File: src/rtl/mer_pkg.sv
package mer_pkg;

    localparam int COORD_BITS_DEF  = 12;
    localparam int RADIUS_BITS_DEF = 11;

    // action codes of a request
    localparam logic ACT_START = 1'b0;
    localparam logic ACT_STEP  = 1'b1;

    // order of the four symmetric pixels of one point
    localparam logic [1:0] PIX_PP = 2'd0;   // (+x, +y)
    localparam logic [1:0] PIX_MM = 2'd1;   // (-x, -y)
    localparam logic [1:0] PIX_PM = 2'd2;   // (+x, -y)
    localparam logic [1:0] PIX_MP = 2'd3;   // (-x, +y)

    typedef enum logic [4:0] {
        OP_NONE,
        OP_LOAD,
        OP_ST_AA,
        OP_ST_BB,
        OP_ST_A2B,
        OP_ST_INIT,
        OP_R2_TX,
        OP_R2_TY,
        OP_R2_BT,
        OP_R2_AT,
        OP_R2_AB,
        OP_R2_SUM,
        OP_PIX,
        OP_R1_X,
        OP_R1_DN,
        OP_R1_Y,
        OP_R1_DY,
        OP_R2_Y,
        OP_R2_DP,
        OP_R2_X,
        OP_R2_DX
    } dp_op_t;

    typedef struct packed {
        dp_op_t     op;
        logic [1:0] idx;
        logic       fin;
    } dp_cmd_t;

    typedef struct packed {
        logic fx_lt_fy;
        logic d_neg;
        logic d_pos;
        logic y_zero;
    } dp_status_t;

endpackage

File: src/rtl/mer_in_if.sv
interface mer_in_if #(
    parameter int COORD_BITS  = mer_pkg::COORD_BITS_DEF,
    parameter int RADIUS_BITS = mer_pkg::RADIUS_BITS_DEF
);
    logic                   valid;
    logic                   ready;
    logic                   action;
    logic [COORD_BITS-1:0]  centre_x;
    logic [COORD_BITS-1:0]  centre_y;
    logic [RADIUS_BITS-1:0] radius_a;
    logic [RADIUS_BITS-1:0] radius_b;

    modport source (output valid, action, centre_x, centre_y, radius_a, radius_b,
                    input ready);
    modport sink (input valid, action, centre_x, centre_y, radius_a, radius_b,
                  output ready);
endinterface

File: src/rtl/mer_out_if.sv
interface mer_out_if #(
    parameter int COORD_BITS = mer_pkg::COORD_BITS_DEF
);
    logic                         valid;
    logic                         ready;
    logic signed [COORD_BITS+1:0] pixel_x;
    logic signed [COORD_BITS+1:0] pixel_y;
    logic                         last_of_point;
    logic                         final_point;

    modport source (output valid, pixel_x, pixel_y, last_of_point, final_point,
                    input ready);
    modport sink (input valid, pixel_x, pixel_y, last_of_point, final_point,
                  output ready);
endinterface

File: src/rtl/mer_datapath.sv
module mer_datapath #(
    parameter int COORD_BITS  = mer_pkg::COORD_BITS_DEF,
    parameter int RADIUS_BITS = mer_pkg::RADIUS_BITS_DEF
) (
    input  logic                          clk,
    input  mer_pkg::dp_cmd_t              cmd,
    input  logic [COORD_BITS-1:0]         centre_x,
    input  logic [COORD_BITS-1:0]         centre_y,
    input  logic [RADIUS_BITS-1:0]        radius_a,
    input  logic [RADIUS_BITS-1:0]        radius_b,
    output mer_pkg::dp_status_t           status,
    output logic signed [COORD_BITS+1:0]  pixel_x,
    output logic signed [COORD_BITS+1:0]  pixel_y,
    output logic                          last_of_point,
    output logic                          final_point
);
    import mer_pkg::*;

    localparam int CB = COORD_BITS;
    localparam int RB = RADIUS_BITS;
    localparam int XW = RB + 1;
    localparam int YW = RB;
    localparam int SW = 2 * RB;
    localparam int DW = 4 * RB + 4;
    localparam int MW = 2 * RB + 3;
    localparam int OW = CB + 2;
    localparam int PW = ((CB > XW) ? CB : XW) + 2;

    logic [CB-1:0]        cx_reg, cy_reg;
    logic [RB-1:0]        ra_reg, rb_reg;
    logic [XW-1:0]        x_reg;
    logic [YW-1:0]        y_reg;
    logic signed [DW-1:0] d_reg, fx_reg, fy_reg, acc_reg;
    logic [SW-1:0]        a2_reg, b2_reg;
    logic [MW-1:0]        t1_reg, t2_reg;
    logic [DW-1:0]        prod_reg;
    logic signed [OW-1:0] px_reg, py_reg;
    logic                 last_reg, fin_reg;

    logic [MW-1:0]        mul_a, mul_b;
    logic [2*MW-1:0]      mul_p;
    logic [MW-1:0]        tx, ty_abs;
    logic signed [DW-1:0] a2_s, b2_s, prod_s;
    logic signed [PW-1:0] cx_s, cy_s, x_s, y_s, px_w, py_w;

    assign tx     = MW'({x_reg, 1'b1});
    assign ty_abs = (y_reg == '0) ? MW'(1) : MW'(y_reg - YW'(1));
    assign a2_s   = $signed(DW'(a2_reg));
    assign b2_s   = $signed(DW'(b2_reg));
    assign prod_s = $signed(prod_reg);

    // operand select for the shared multiplier
    always_comb
    begin
        mul_a = '0;
        mul_b = '0;
        case (cmd.op)
            OP_ST_AA:
            begin
                mul_a = MW'(ra_reg);
                mul_b = MW'(ra_reg);
            end
            OP_ST_BB:
            begin
                mul_a = MW'(rb_reg);
                mul_b = MW'(rb_reg);
            end
            OP_ST_A2B:
            begin
                mul_a = MW'(a2_reg);
                mul_b = MW'(rb_reg);
            end
            OP_R2_TX:
            begin
                mul_a = tx;
                mul_b = tx;
            end
            OP_R2_TY:
            begin
                mul_a = ty_abs;
                mul_b = ty_abs;
            end
            OP_R2_BT:
            begin
                mul_a = MW'(b2_reg);
                mul_b = t1_reg;
            end
            OP_R2_AT:
            begin
                mul_a = MW'(a2_reg);
                mul_b = t2_reg;
            end
            OP_R2_AB:
            begin
                mul_a = MW'(a2_reg);
                mul_b = MW'(b2_reg);
            end
            default:
            begin
                mul_a = '0;
                mul_b = '0;
            end
        endcase
    end

    assign mul_p = mul_a * mul_b;

    // symmetric pixel for the requested quadrant
    assign cx_s = $signed(PW'(cx_reg));
    assign cy_s = $signed(PW'(cy_reg));
    assign x_s  = $signed(PW'(x_reg));
    assign y_s  = $signed(PW'(y_reg));

    always_comb
    begin
        px_w = cx_s + x_s;
        py_w = cy_s + y_s;
        case (cmd.idx)
            PIX_PP:
            begin
                px_w = cx_s + x_s;
                py_w = cy_s + y_s;
            end
            PIX_MM:
            begin
                px_w = cx_s - x_s;
                py_w = cy_s - y_s;
            end
            PIX_PM:
            begin
                px_w = cx_s + x_s;
                py_w = cy_s - y_s;
            end
            PIX_MP:
            begin
                px_w = cx_s - x_s;
                py_w = cy_s + y_s;
            end
            default:
            begin
                px_w = cx_s + x_s;
                py_w = cy_s + y_s;
            end
        endcase
    end

    always_ff @(posedge clk)
    begin
        prod_reg <= mul_p[DW-1:0];
        case (cmd.op)
            OP_LOAD:
            begin
                cx_reg <= centre_x;
                cy_reg <= centre_y;
                ra_reg <= radius_a;
                rb_reg <= radius_b;
            end
            OP_ST_BB:   a2_reg <= prod_reg[SW-1:0];
            OP_ST_A2B:  b2_reg <= prod_reg[SW-1:0];
            OP_ST_INIT:
            begin
                d_reg  <= (b2_s <<< 2) - (prod_s <<< 2) + a2_s;
                fy_reg <= prod_s <<< 1;
                fx_reg <= '0;
                x_reg  <= '0;
                y_reg  <= rb_reg;
            end
            OP_R2_TY:   t1_reg  <= prod_reg[MW-1:0];
            OP_R2_BT:   t2_reg  <= prod_reg[MW-1:0];
            OP_R2_AT:   acc_reg <= prod_s;
            OP_R2_AB:   acc_reg <= acc_reg + (prod_s <<< 2);
            OP_R2_SUM:  d_reg   <= acc_reg - (prod_s <<< 2);
            OP_PIX:
            begin
                px_reg   <= px_w[OW-1:0];
                py_reg   <= py_w[OW-1:0];
                last_reg <= (cmd.idx == PIX_MP);
                fin_reg  <= cmd.fin;
            end
            OP_R1_X, OP_R2_X:
            begin
                x_reg  <= x_reg + XW'(1);
                fx_reg <= fx_reg + (b2_s <<< 1);
            end
            OP_R1_DN:   d_reg <= d_reg + ((fx_reg + b2_s) <<< 2);
            OP_R1_Y, OP_R2_Y:
            begin
                y_reg  <= y_reg - YW'(1);
                fy_reg <= fy_reg - (a2_s <<< 1);
            end
            OP_R1_DY:   d_reg <= d_reg + ((fx_reg - fy_reg + b2_s) <<< 2);
            OP_R2_DP:   d_reg <= d_reg + ((a2_s - fy_reg) <<< 2);
            OP_R2_DX:   d_reg <= d_reg + ((fx_reg - fy_reg + a2_s) <<< 2);
            default:
            begin
            end
        endcase
    end

    assign status.fx_lt_fy = (fx_reg < fy_reg);
    assign status.d_neg    = (d_reg < 0);
    assign status.d_pos    = (d_reg > 0);
    assign status.y_zero   = (y_reg == '0);

    assign pixel_x       = px_reg;
    assign pixel_y       = py_reg;
    assign last_of_point = last_reg;
    assign final_point   = fin_reg;

endmodule

File: src/rtl/mer_controller.sv
module mer_controller (
    input  logic                clk,
    input  logic                rst_n,
    input  logic                req_valid,
    input  logic                req_action,
    output logic                req_ready,
    output logic                pix_valid,
    input  logic                pix_ready,
    input  mer_pkg::dp_status_t status,
    output mer_pkg::dp_cmd_t    cmd
);
    import mer_pkg::*;

    typedef enum logic [4:0] {
        S_IDLE,
        S_ST_AA,
        S_ST_BB,
        S_ST_A2B,
        S_ST_INIT,
        S_CHECK,
        S_R2_TX,
        S_R2_TY,
        S_R2_BT,
        S_R2_AT,
        S_R2_AB,
        S_R2_SUM,
        S_EMIT,
        S_R1_X,
        S_R1_D,
        S_R1_DY,
        S_R2_Y,
        S_R2_D,
        S_R2_DX
    } state_t;

    typedef enum logic [1:0] {
        PH_IDLE,
        PH_R1,
        PH_R2
    } phase_t;

    state_t     state_reg, state_next;
    phase_t     phase_reg, phase_next;
    logic       valid_reg, valid_next;
    logic [1:0] idx_reg, idx_next;
    logic       fin_reg, fin_next;
    logic       req_fire;

    assign req_ready = (state_reg == S_IDLE);
    assign req_fire  = req_valid && req_ready;
    assign pix_valid = valid_reg;

    always_comb
    begin
        state_next = state_reg;
        phase_next = phase_reg;
        valid_next = valid_reg;
        idx_next   = idx_reg;
        fin_next   = fin_reg;
        cmd.op     = OP_NONE;
        cmd.idx    = idx_reg;
        cmd.fin    = fin_reg;
        case (state_reg)
            S_IDLE:
            begin
                if (req_fire)
                begin
                    if (req_action == ACT_START)
                    begin
                        cmd.op     = OP_LOAD;
                        state_next = S_ST_AA;
                    end
                    else if (phase_reg != PH_IDLE)
                    begin
                        cmd.op     = OP_PIX;
                        cmd.idx    = PIX_PP;
                        cmd.fin    = (phase_reg == PH_R2) && status.y_zero;
                        idx_next   = PIX_PP;
                        fin_next   = cmd.fin;
                        valid_next = 1'b1;
                        state_next = S_EMIT;
                    end
                end
            end
            S_ST_AA:
            begin
                cmd.op     = OP_ST_AA;
                state_next = S_ST_BB;
            end
            S_ST_BB:
            begin
                cmd.op     = OP_ST_BB;
                state_next = S_ST_A2B;
            end
            S_ST_A2B:
            begin
                cmd.op     = OP_ST_A2B;
                state_next = S_ST_INIT;
            end
            S_ST_INIT:
            begin
                cmd.op     = OP_ST_INIT;
                phase_next = PH_R1;
                state_next = S_CHECK;
            end
            S_CHECK:
            begin
                state_next = status.fx_lt_fy ? S_IDLE : S_R2_TX;
            end
            S_R2_TX:
            begin
                cmd.op     = OP_R2_TX;
                state_next = S_R2_TY;
            end
            S_R2_TY:
            begin
                cmd.op     = OP_R2_TY;
                state_next = S_R2_BT;
            end
            S_R2_BT:
            begin
                cmd.op     = OP_R2_BT;
                state_next = S_R2_AT;
            end
            S_R2_AT:
            begin
                cmd.op     = OP_R2_AT;
                state_next = S_R2_AB;
            end
            S_R2_AB:
            begin
                cmd.op     = OP_R2_AB;
                state_next = S_R2_SUM;
            end
            S_R2_SUM:
            begin
                cmd.op     = OP_R2_SUM;
                phase_next = PH_R2;
                state_next = S_IDLE;
            end
            S_EMIT:
            begin
                if (pix_ready)
                begin
                    if (idx_reg == PIX_MP)
                    begin
                        valid_next = 1'b0;
                        if (fin_reg)
                        begin
                            phase_next = PH_IDLE;
                            state_next = S_IDLE;
                        end
                        else
                        begin
                            state_next = (phase_reg == PH_R1) ? S_R1_X : S_R2_Y;
                        end
                    end
                    else
                    begin
                        cmd.op   = OP_PIX;
                        cmd.idx  = idx_reg + 2'd1;
                        idx_next = cmd.idx;
                    end
                end
            end
            S_R1_X:
            begin
                cmd.op     = OP_R1_X;
                state_next = S_R1_D;
            end
            S_R1_D:
            begin
                if (status.d_neg)
                begin
                    cmd.op     = OP_R1_DN;
                    state_next = S_CHECK;
                end
                else
                begin
                    cmd.op     = OP_R1_Y;
                    state_next = S_R1_DY;
                end
            end
            S_R1_DY:
            begin
                cmd.op     = OP_R1_DY;
                state_next = S_CHECK;
            end
            S_R2_Y:
            begin
                cmd.op     = OP_R2_Y;
                state_next = S_R2_D;
            end
            S_R2_D:
            begin
                if (status.d_pos)
                begin
                    cmd.op     = OP_R2_DP;
                    state_next = S_IDLE;
                end
                else
                begin
                    cmd.op     = OP_R2_X;
                    state_next = S_R2_DX;
                end
            end
            S_R2_DX:
            begin
                cmd.op     = OP_R2_DX;
                state_next = S_IDLE;
            end
            default:
            begin
                state_next = S_IDLE;
            end
        endcase
    end

    always_ff @(posedge clk or negedge rst_n)
    begin
        if (!rst_n)
        begin
            state_reg <= S_IDLE;
            phase_reg <= PH_IDLE;
            valid_reg <= 1'b0;
            idx_reg   <= PIX_PP;
            fin_reg   <= 1'b0;
        end
        else
        begin
            state_reg <= state_next;
            phase_reg <= phase_next;
            valid_reg <= valid_next;
            idx_reg   <= idx_next;
            fin_reg   <= fin_next;
        end
    end

endmodule

File: src/rtl/midpoint_ellipse_rasterizer.sv
// Midpoint ellipse rasterizer. A request with action 0 loads a centre and two
// semi-axes and sets up the first region of the arc; it produces no pixels.
// Each request with action 1 produces the four symmetric pixels of the
// current point, in the order (+x,+y), (-x,-y), (+x,-y), (-x,+y), one per
// cycle on the pixel channel while it is ready, and then advances to the
// next point. The fourth pixel of each point carries last_of_point; all
// four pixels of the y = 0 point carry final_point, after which steps
// produce nothing until the next start. Coordinates are unclipped two's
// complement. A start runs the four-step multiply sequence on the single
// shared multiplier before the next request is taken, and then also the
// multiply sequence that seeds the second region when the first is empty.
// After its pixels a step updates the decision term, and in the first
// region tests for the region change; the step that crosses into the
// second region also runs the multiply sequence that seeds its decision
// term. The final step ends after its pixels. Requests are taken only
// while the block is between items.
module midpoint_ellipse_rasterizer #(
    parameter int COORD_BITS  = mer_pkg::COORD_BITS_DEF,
    parameter int RADIUS_BITS = mer_pkg::RADIUS_BITS_DEF
) (
    input logic        clk,
    input logic        rst_n,
    mer_in_if.sink     request,
    mer_out_if.source  pixel
);
    import mer_pkg::*;

    dp_cmd_t    cmd;
    dp_status_t status;

    // sequencing: handshakes, region phase and the step order of each operation
    mer_controller u_ctrl (
        .clk        (clk),
        .rst_n      (rst_n),
        .req_valid  (request.valid),
        .req_action (request.action),
        .req_ready  (request.ready),
        .pix_valid  (pixel.valid),
        .pix_ready  (pixel.ready),
        .status     (status),
        .cmd        (cmd)
    );

    // arithmetic: point, decision term, slope terms and the pixel register
    mer_datapath #(
        .COORD_BITS  (COORD_BITS),
        .RADIUS_BITS (RADIUS_BITS)
    ) u_dp (
        .clk           (clk),
        .cmd           (cmd),
        .centre_x      (request.centre_x),
        .centre_y      (request.centre_y),
        .radius_a      (request.radius_a),
        .radius_b      (request.radius_b),
        .status        (status),
        .pixel_x       (pixel.pixel_x),
        .pixel_y       (pixel.pixel_y),
        .last_of_point (pixel.last_of_point),
        .final_point   (pixel.final_point)
    );

endmodule
File: src/flat_wrapper.sv
// flat-port wrapper written by rule: the top's interface ports become plain ports
module midpoint_ellipse_rasterizer_flat import mer_pkg::*;
#(
    parameter int COORD_BITS  = mer_pkg::COORD_BITS_DEF,
    parameter int RADIUS_BITS = mer_pkg::RADIUS_BITS_DEF
)
  (clk, rst_n, request_valid, request_action, request_centre_x, request_centre_y, request_radius_a, request_radius_b, request_ready, pixel_valid, pixel_pixel_x, pixel_pixel_y, pixel_last_of_point, pixel_final_point, pixel_ready);
  mer_in_if #(.COORD_BITS(COORD_BITS), .RADIUS_BITS(RADIUS_BITS)) request_i ();
  mer_out_if #(.COORD_BITS(COORD_BITS)) pixel_i ();
  input logic clk;
  input logic rst_n;
  input wire logic [$bits(request_i.valid)-1:0] request_valid;
  input wire logic [$bits(request_i.action)-1:0] request_action;
  input wire logic [$bits(request_i.centre_x)-1:0] request_centre_x;
  input wire logic [$bits(request_i.centre_y)-1:0] request_centre_y;
  input wire logic [$bits(request_i.radius_a)-1:0] request_radius_a;
  input wire logic [$bits(request_i.radius_b)-1:0] request_radius_b;
  output wire logic [$bits(request_i.ready)-1:0] request_ready;
  output wire logic [$bits(pixel_i.valid)-1:0] pixel_valid;
  output wire logic [$bits(pixel_i.pixel_x)-1:0] pixel_pixel_x;
  output wire logic [$bits(pixel_i.pixel_y)-1:0] pixel_pixel_y;
  output wire logic [$bits(pixel_i.last_of_point)-1:0] pixel_last_of_point;
  output wire logic [$bits(pixel_i.final_point)-1:0] pixel_final_point;
  input wire logic [$bits(pixel_i.ready)-1:0] pixel_ready;
  assign request_i.valid = request_valid;
  assign request_i.action = request_action;
  assign request_i.centre_x = request_centre_x;
  assign request_i.centre_y = request_centre_y;
  assign request_i.radius_a = request_radius_a;
  assign request_i.radius_b = request_radius_b;
  assign request_ready = request_i.ready;
  assign pixel_valid = pixel_i.valid;
  assign pixel_pixel_x = pixel_i.pixel_x;
  assign pixel_pixel_y = pixel_i.pixel_y;
  assign pixel_last_of_point = pixel_i.last_of_point;
  assign pixel_final_point = pixel_i.final_point;
  assign pixel_i.ready = pixel_ready;
  midpoint_ellipse_rasterizer #(.COORD_BITS(COORD_BITS), .RADIUS_BITS(RADIUS_BITS)) u_core (.clk(clk), .rst_n(rst_n), .request(request_i), .pixel(pixel_i));
endmodule
File: config.mk
export PLATFORM = sky130hd
export DESIGN_NAME = midpoint_ellipse_rasterizer_flat
export DESIGN_NICKNAME = d
export VERILOG_FILES = /design/src/rtl/mer_pkg.sv /design/src/rtl/mer_in_if.sv /design/src/rtl/mer_out_if.sv /design/src/rtl/mer_datapath.sv /design/src/rtl/mer_controller.sv /design/src/rtl/midpoint_ellipse_rasterizer.sv /design/src/flat_wrapper.sv
export SDC_FILE = /design/constraint.sdc
export NUM_CORES = 2
export LEC_CHECK = 0
export ABC_CLOCK_PERIOD_IN_PS = 15850
export BUFFER_PORTS_ARGS = -buffer_cell sky130_fd_sc_hd__buf_2
export CORE_MARGIN = 5
export CORE_UTILIZATION = 50
export DETAILED_ROUTE_END_ITERATION = 10
export HOLD_SLACK_MARGIN = 0.05
export PLACE_DENSITY = 0.74
export SLEW_MARGIN = 20
export SYNTH_ARGS = -nofsm -noshare
export SYNTH_HDL_FRONTEND = slang
export SYNTH_SLANG_ARGS = --single-unit
File: constraint.sdc
create_clock -name clk -period 15.85 [get_ports clk]
set_input_delay 3.17 -clock clk [delete_from_list [all_inputs] [get_ports clk]]
set_output_delay 3.17 -clock clk [all_outputs]
set_load 0.005 [all_outputs]
Yosys cells after proc, flatten, opt, wreduce, memory -nomap -nowiden
Cells that the tools add are included.
{"block": "op_classes", "n_addsub": 23, "mul": 1, "order_cmp": 3, "eq_ne": 52, "mux": 49, "reduce_logical": 26}
{"op": "48-bit one-hot mux with 2 select lines", "n": 3}
{"op": "48-bit one-hot mux with 6 select lines", "n": 1}
{"op": "48-bit adder", "n": 5}
{"op": "25-bit one-hot mux with 7 select lines", "n": 1}
{"op": "25-bit one-hot mux with 6 select lines", "n": 1}
{"op": "46-bit by 23-bit adder with 46-bit output", "n": 3}
{"op": "5-bit one-hot mux with 18 select lines", "n": 1}
{"op": "5-bit by 4-bit equality test with 1-bit output (second input constant)", "n": 16}
{"op": "5-bit one-hot mux with 16 select lines", "n": 1}
{"op": "14-bit one-hot mux with 2 select lines", "n": 2}
{"op": "48-bit by 23-bit adder with 48-bit output", "n": 1}
{"op": "48-bit by 24-bit adder with 48-bit output", "n": 1}
{"op": "48-bit by 1-bit greater-than comparator with 1-bit output (second input constant)", "n": 1}
{"op": "48-bit by 1-bit < comparator with 1-bit output (second input constant)", "n": 1}
{"op": "48-bit < comparator", "n": 1}
{"op": "25-bit by 25-bit multiplier with 48-bit output", "n": 1}
{"op": "25-bit by 48-bit subtractor with 48-bit output", "n": 1}
{"op": "48-bit by 24-bit subtractor with 48-bit output", "n": 1}
{"op": "48-bit subtractor", "n": 1}
{"op": "23-bit by 46-bit subtractor with 46-bit output", "n": 1}
{"op": "46-bit subtractor", "n": 1}
{"op": "5-bit 2-to-1 mux", "n": 9}
{"op": "5-bit by 3-bit equality test with 1-bit output (second input constant)", "n": 8}
{"op": "5-bit equality test (second input constant)", "n": 8}
{"op": "39 further kinds", "n": 84}
{"block": "totals", "reg_bits": 444, "inputBits": 51, "out_inout_bits": 32, "word_cells": 178}

Depth between registers and ports, before layout
{"block": "logic_depth", "word_depth": 10, "depth_mapped": 40}

Modules after synthesis
From an unflattened synthesis, not the netlist that was laid out.
{"block": "hier_totals", "hier_cells": 6771, "hier_area_um2": 58589.9}
{"mod": "mer_datapath", "n_inst": 1, "cells_per_inst": 6634, "area_per_inst_um2": 57564.0, "seq_area_each_um2": 12462.0}
{"mod": "mer_controller", "n_inst": 1, "cells_per_inst": 137, "area_per_inst_um2": 1026.0, "seq_area_each_um2": 275.3}

Worst setup path after synthesis
OpenSTA, ideal clock, no wires.
{"block": "synth_path", "path_kind": "reg-to-reg", "from": "register u_core.u_ctrl.state_reg[1]", "to": "register u_core.u_dp.prod_reg[45]", "setup_time_ns": 0.072, "arrival_ns": 12.227, "path_slack_ns": 3.551, "stages_incl_launch_ff": 37, "n_path_buf": 4, "period_less_slack_ns": 12.299, "path_cell_list": "dfrtp_1 -> clkbuf_1 -> nand2b_1 -> nand2b_1 -> o21ai_0 -> or2_2 -> clkbuf_1 -> clkbuf_1 -> a221o_1 -> clkbuf_1 -> nand2_1 -> fa_1 -> inv_1 -> fa_1 -> inv_1 -> fa_1 -> fa_1 -> inv_1 -> fa_1 -> fa_1 -> inv_1 -> fa_1 -> inv_1 -> ha_1 -> a21oi_1 -> o21bai_1 -> a21oi_1 -> o21ai_0 -> a211oi_1 -> nor2_1 -> o41ai_1 -> o21ai_0 -> o41a_1 -> a31o_2 -> a21o_1 -> a21oi_1 -> xnor2_1"}
{"block": "synth_via", "elab_chain_len": 8, "elab_cells_between_ends": 34, "cone_classes": "mul (1); eq/ne (25); mux (4); reduce/logical (4)"}
{"item": "start, declared", "line_no": "mer_controller.sv:42", "text": "state_t state_reg, state_next;"}
{"item": "start signal, assigned", "line_no": "mer_controller.sv:231", "text": "state_reg <= state_next;"}
{"item": "5-bit logical NOT", "line_no": "mer_controller.sv:49, mer_controller.sv:63"}
{"item": "1-bit logical AND", "line_no": "mer_controller.sv:50", "text": "assign req_fire = req_valid && req_ready;"}
{"item": "8-bit 2-to-1 mux", "line_no": "mer_controller.sv:66", "text": "if (req_fire)"}
{"item": "5-bit one-hot mux with 18 select lines (*)", "line_no": "mer_controller.sv:63", "text": "case (state_reg)"}
{"item": "5-bit by 3-bit equality test with 1-bit output (tied with other cells)", "line_no": "mer_datapath.sv:57", "text": "case (cmd.op)"}
{"item": "3-bit OR reduction (no line) / 2-bit OR reduction (equally long branches)"}
{"item": "25-bit one-hot mux with 6 select lines / 25-bit one-hot mux with 7 select lines (equally long branches)", "line_no": "mer_datapath.sv:57"}
{"item": "25-bit by 25-bit multiplier with 48-bit output (*)", "line_no": "mer_datapath.sv:106", "text": "assign mul_p = mul_a * mul_b;"}
{"item": "net u_core.u_dp.mul_p[45]", "line_no": "mer_datapath.sv:41", "text": "logic [2*MW-1:0] mul_p;"}
{"item": "end signal, assigned", "line_no": "mer_datapath.sv:149", "text": "prod_reg <= mul_p[DW-1:0];"}
{"item": "end, declared", "line_no": "mer_datapath.sv:36", "text": "logic [DW-1:0] prod_reg;"}
Mark *: on every way through the listed nets, which the timed path passes. The rest lies on a longest branch.
A chain may end at the register's enable or synchronous reset.

Worst setup path after layout
{"block": "layout_path", "from": "register u_core.u_ctrl.state_reg[3]", "to": "register u_core.u_dp.prod_reg[44]"}
Same word-level chain as after synthesis.

==> metrics.md <==
| Metric | Value |
|---|---|
| Chip height | between 300 and 400 um |
| CP most frequent cell | fa_1 |
| Largest net degree at the start of global routing | 82 |
| CP Launch Type | register |
| Setup CP Type | reg -> reg |
| Post-synth EDFFs | about 380 |
| Rows | about 120 |
| # resized after CTS | 0 |
| HPWL after DPL | 143300 um |
| RSZ-0062 raised after global routing | no |
| DR vias | about 48000 |
| Cell at the slowest stage of the critical path | or2_2 |
| Setup bufs post-CTS | 0 |
| Ports | slightly above 80 |
| Placer's final routability congestion estimate | 0.9748 |
| Path length in cells of the critical path | 33 |
| DRC | 0 |
| Number of synthesis warnings | 0 |
| Total wire length | 177000 um |
| Worst min-delay path category | reg -> reg |
| WHS Path Cells | 2 |
| Worst-Skew Late Latency | approximately 0.66 ns |
| Core area | between 100000 and 150000 um^2 |
| Most common cell after layout, fill and taps aside | inv_1 |
| Initial antenna violation count | 1 |
| Die X | 349.4 um |
| Layout cells sized above 1 | 0.05200 |
| CTS root buf | clkbuf_16 |
| Period utilization | 0.7130 |
| Dpl cell area | between 50000 and 60000 um^2 |
| Vias in the first global route | about 47000 |
| Most frequent cells in the layout | inv_1 (992), nand2_1 (803), fa_1 (561) |
| Reg2reg path depth | 33 |
| Mapped Area | between 50000 and 60000 um^2 |
| WP data arrival | between 10 and 15 ns |
| Asr flop ratio synth | 0.02489 |
| Max FO, Critical Path | 47 |
| Min Tclk post-route | 11.30 ns |
| First-pass GRT wire length | roughly 270000 um |
| Overflow after GRT | 0 |
| Final ANT Viol Nets | 0 |
| Total GRT Usage | 0.2836 |
| H-tree levels | 2 |
| Drt wl/cell | between 20 and 25 um |
| Predominant post-synthesis flop cell | edfxtp_1 |
| Final setup violation count | 0 |
| Final Hold Violating Endpoints | 0 |
| Clock buffer depth | 3 |
| #FFs+latches synth | 442 |
| Post-route cell area | just over 60000 um^2 |
| Crit path largest cell delay | ~0.80 ns |
| Total of max-cap violations | 0 |
| Worst-path clk slew | about 0.070 ns |
| Starting Density | 0.5036 |
| DRT Pass-1 Iters | 6 |
| TritonCTS clock tree | done |
| Hold_buf cts | 0 |
| Slew HR | 0.2238 |
| Setup_tns | 0 ns |
| Critical path buffers and inverters | 6 |
| Kind of cell adding the most delay to the critical path | adder cells |
| Number of port buffers | 82 |
| Slew @ Worst Pin | ~1.2 ns |
| Sequential area share after synthesis | 0.2212 |
| Max-slew violations | 0 |
| CTS Buf Count | 51 |
| Fin Hold WS | around 0.5 ns |
| NumNets Final | between 7000 and 8000 |
| Final core utilization | 0.5390 |
| Detailed Route Iter0 Violations | roughly 4700 |
| Area Growth Syn to Fin | 7.040% |
| Required @ worst endpoint | between 15 and 20 ns |
| Peak Freq | 88.49 MHz |
| Via density | around 6 |
| Clock skew | 0.05990 ns |
| Die area | around 120000 um^2 |
| Cells after synthesis | ~6600 |
| Mean Syn Cell Area | roughly 8.7 um^2 |
| Fillers | between 10000 and 15000 |
| CTS sink cnt | roughly 440 |
| Status | complete, no violations |
| Synth cell types | 94 |
| Crit. End Element | register |
==> routing by layer <==
layer / track usage / vias up / share of wire
met2: 0.4508 / 2080 / 0.45
li1: - / 22180 / -
met4: 0.1045 / 0 / 0.043
met3: 0.04154 / 364 / 0.089
met5: 0 / - / 0
met1: 0.3967 / 23480 / 0.42
==> area by class of cell <==
| cell class | instances | area, um^2 | area share |
|---|---|---|---|
| Clock inverter | 37 | 467.9 | 0.007592 |
| Antenna cell | 1 | 2.502 | 0.00004060 |
| Clock buffer | 58 | 1376 | 0.02233 |
| Sequential cell | 442 | 12740 | 0.2067 |
| Multi-Input combinational cell | 4933 | 40360 | 0.6548 |
| Inverter | 995 | 3735 | 0.06060 |
| Timing Repair Buffer | 169 | 1064 | 0.01726 |
| Tap cell | 1512 | 1892 | 0.03069 |
==> Yosys cell counts (108+ instances only) <==
master / number / share of area
edfxtp_1: 383 / 0.20
xor2_1: 143 / 0.022
nor2_1: 506 / 0.033
inv_1: 993 / 0.065
ha_1: 541 / 0.12
nand3_1: 108 / 0.0094
nor3_1: 110 / 0.0096
fa_1: 561 / 0.20
clkbuf_1: 229 / 0.015
a21o_1: 159 / 0.021
o21ai_0: 339 / 0.029
a21oi_1: 358 / 0.031
xnor2_1: 333 / 0.051
nand2_1: 806 / 0.053
==> metrics by stage <==
step / worst slack (ns) / instances
floorplan: 3.551 / 6621
global placement: 4.524 / 8051
detailed placement: 4.395 / 8051
CTS: 4.307 / 8146
global route: 3.984 / 8146
finish: 4.549 / 8147
==> final timing paths <==
check | from | end | slack (ns)
setup reg to reg | u_core.u_ctrl.state_reg[3] | u_core.u_dp.prod_reg[44] | 4.55
setup / recovery | u_core.u_ctrl.state_reg[3] | u_core.u_dp.prod_reg[44] | 4.55
hold / removal | u_core.u_dp.acc_reg[1] | u_core.u_dp.d_reg[1] | 0.50
max in group asynchronous | rst_n | u_core.u_ctrl.fin_reg | 13.24
hold reg to reg | u_core.u_dp.acc_reg[1] | u_core.u_dp.d_reg[1] | 0.50
min in group asynchronous | rst_n | u_core.u_ctrl.state_reg[1] | 2.39
==> kinds of logic (layout without fill, tap and decap cells) <==
kind of cell,after synthesis,in the layout,synth area share
compound gates,1403,1403,0.1598
flops,442,442,0.2212
simple gates,1906,1906,0.1472
mux,25,25,0.004368
xor+xnor,479,479,0.07325
buf+inv,1246,1259,0.08151
other cells,2,19,0.0001304
fa+ha+maj,1102,1102,0.3126
==> worst register-to-register path: cells and delay by family (launching register included) <==
kind	cells	cell delay (ns)
AO/OA/AOI/OAI	13	3.27
XOR/XNOR	1	0.18
adder cells (fa/ha/maj)	8	3.55
buffers and inverters	6	1.00
flip-flops	1	0.66
AND/OR/NAND/NOR	5	2.55
Power is left out: the tool's default activity adds up to more than one toggle a clock period on the data nets, which glitch-free logic cannot reach.
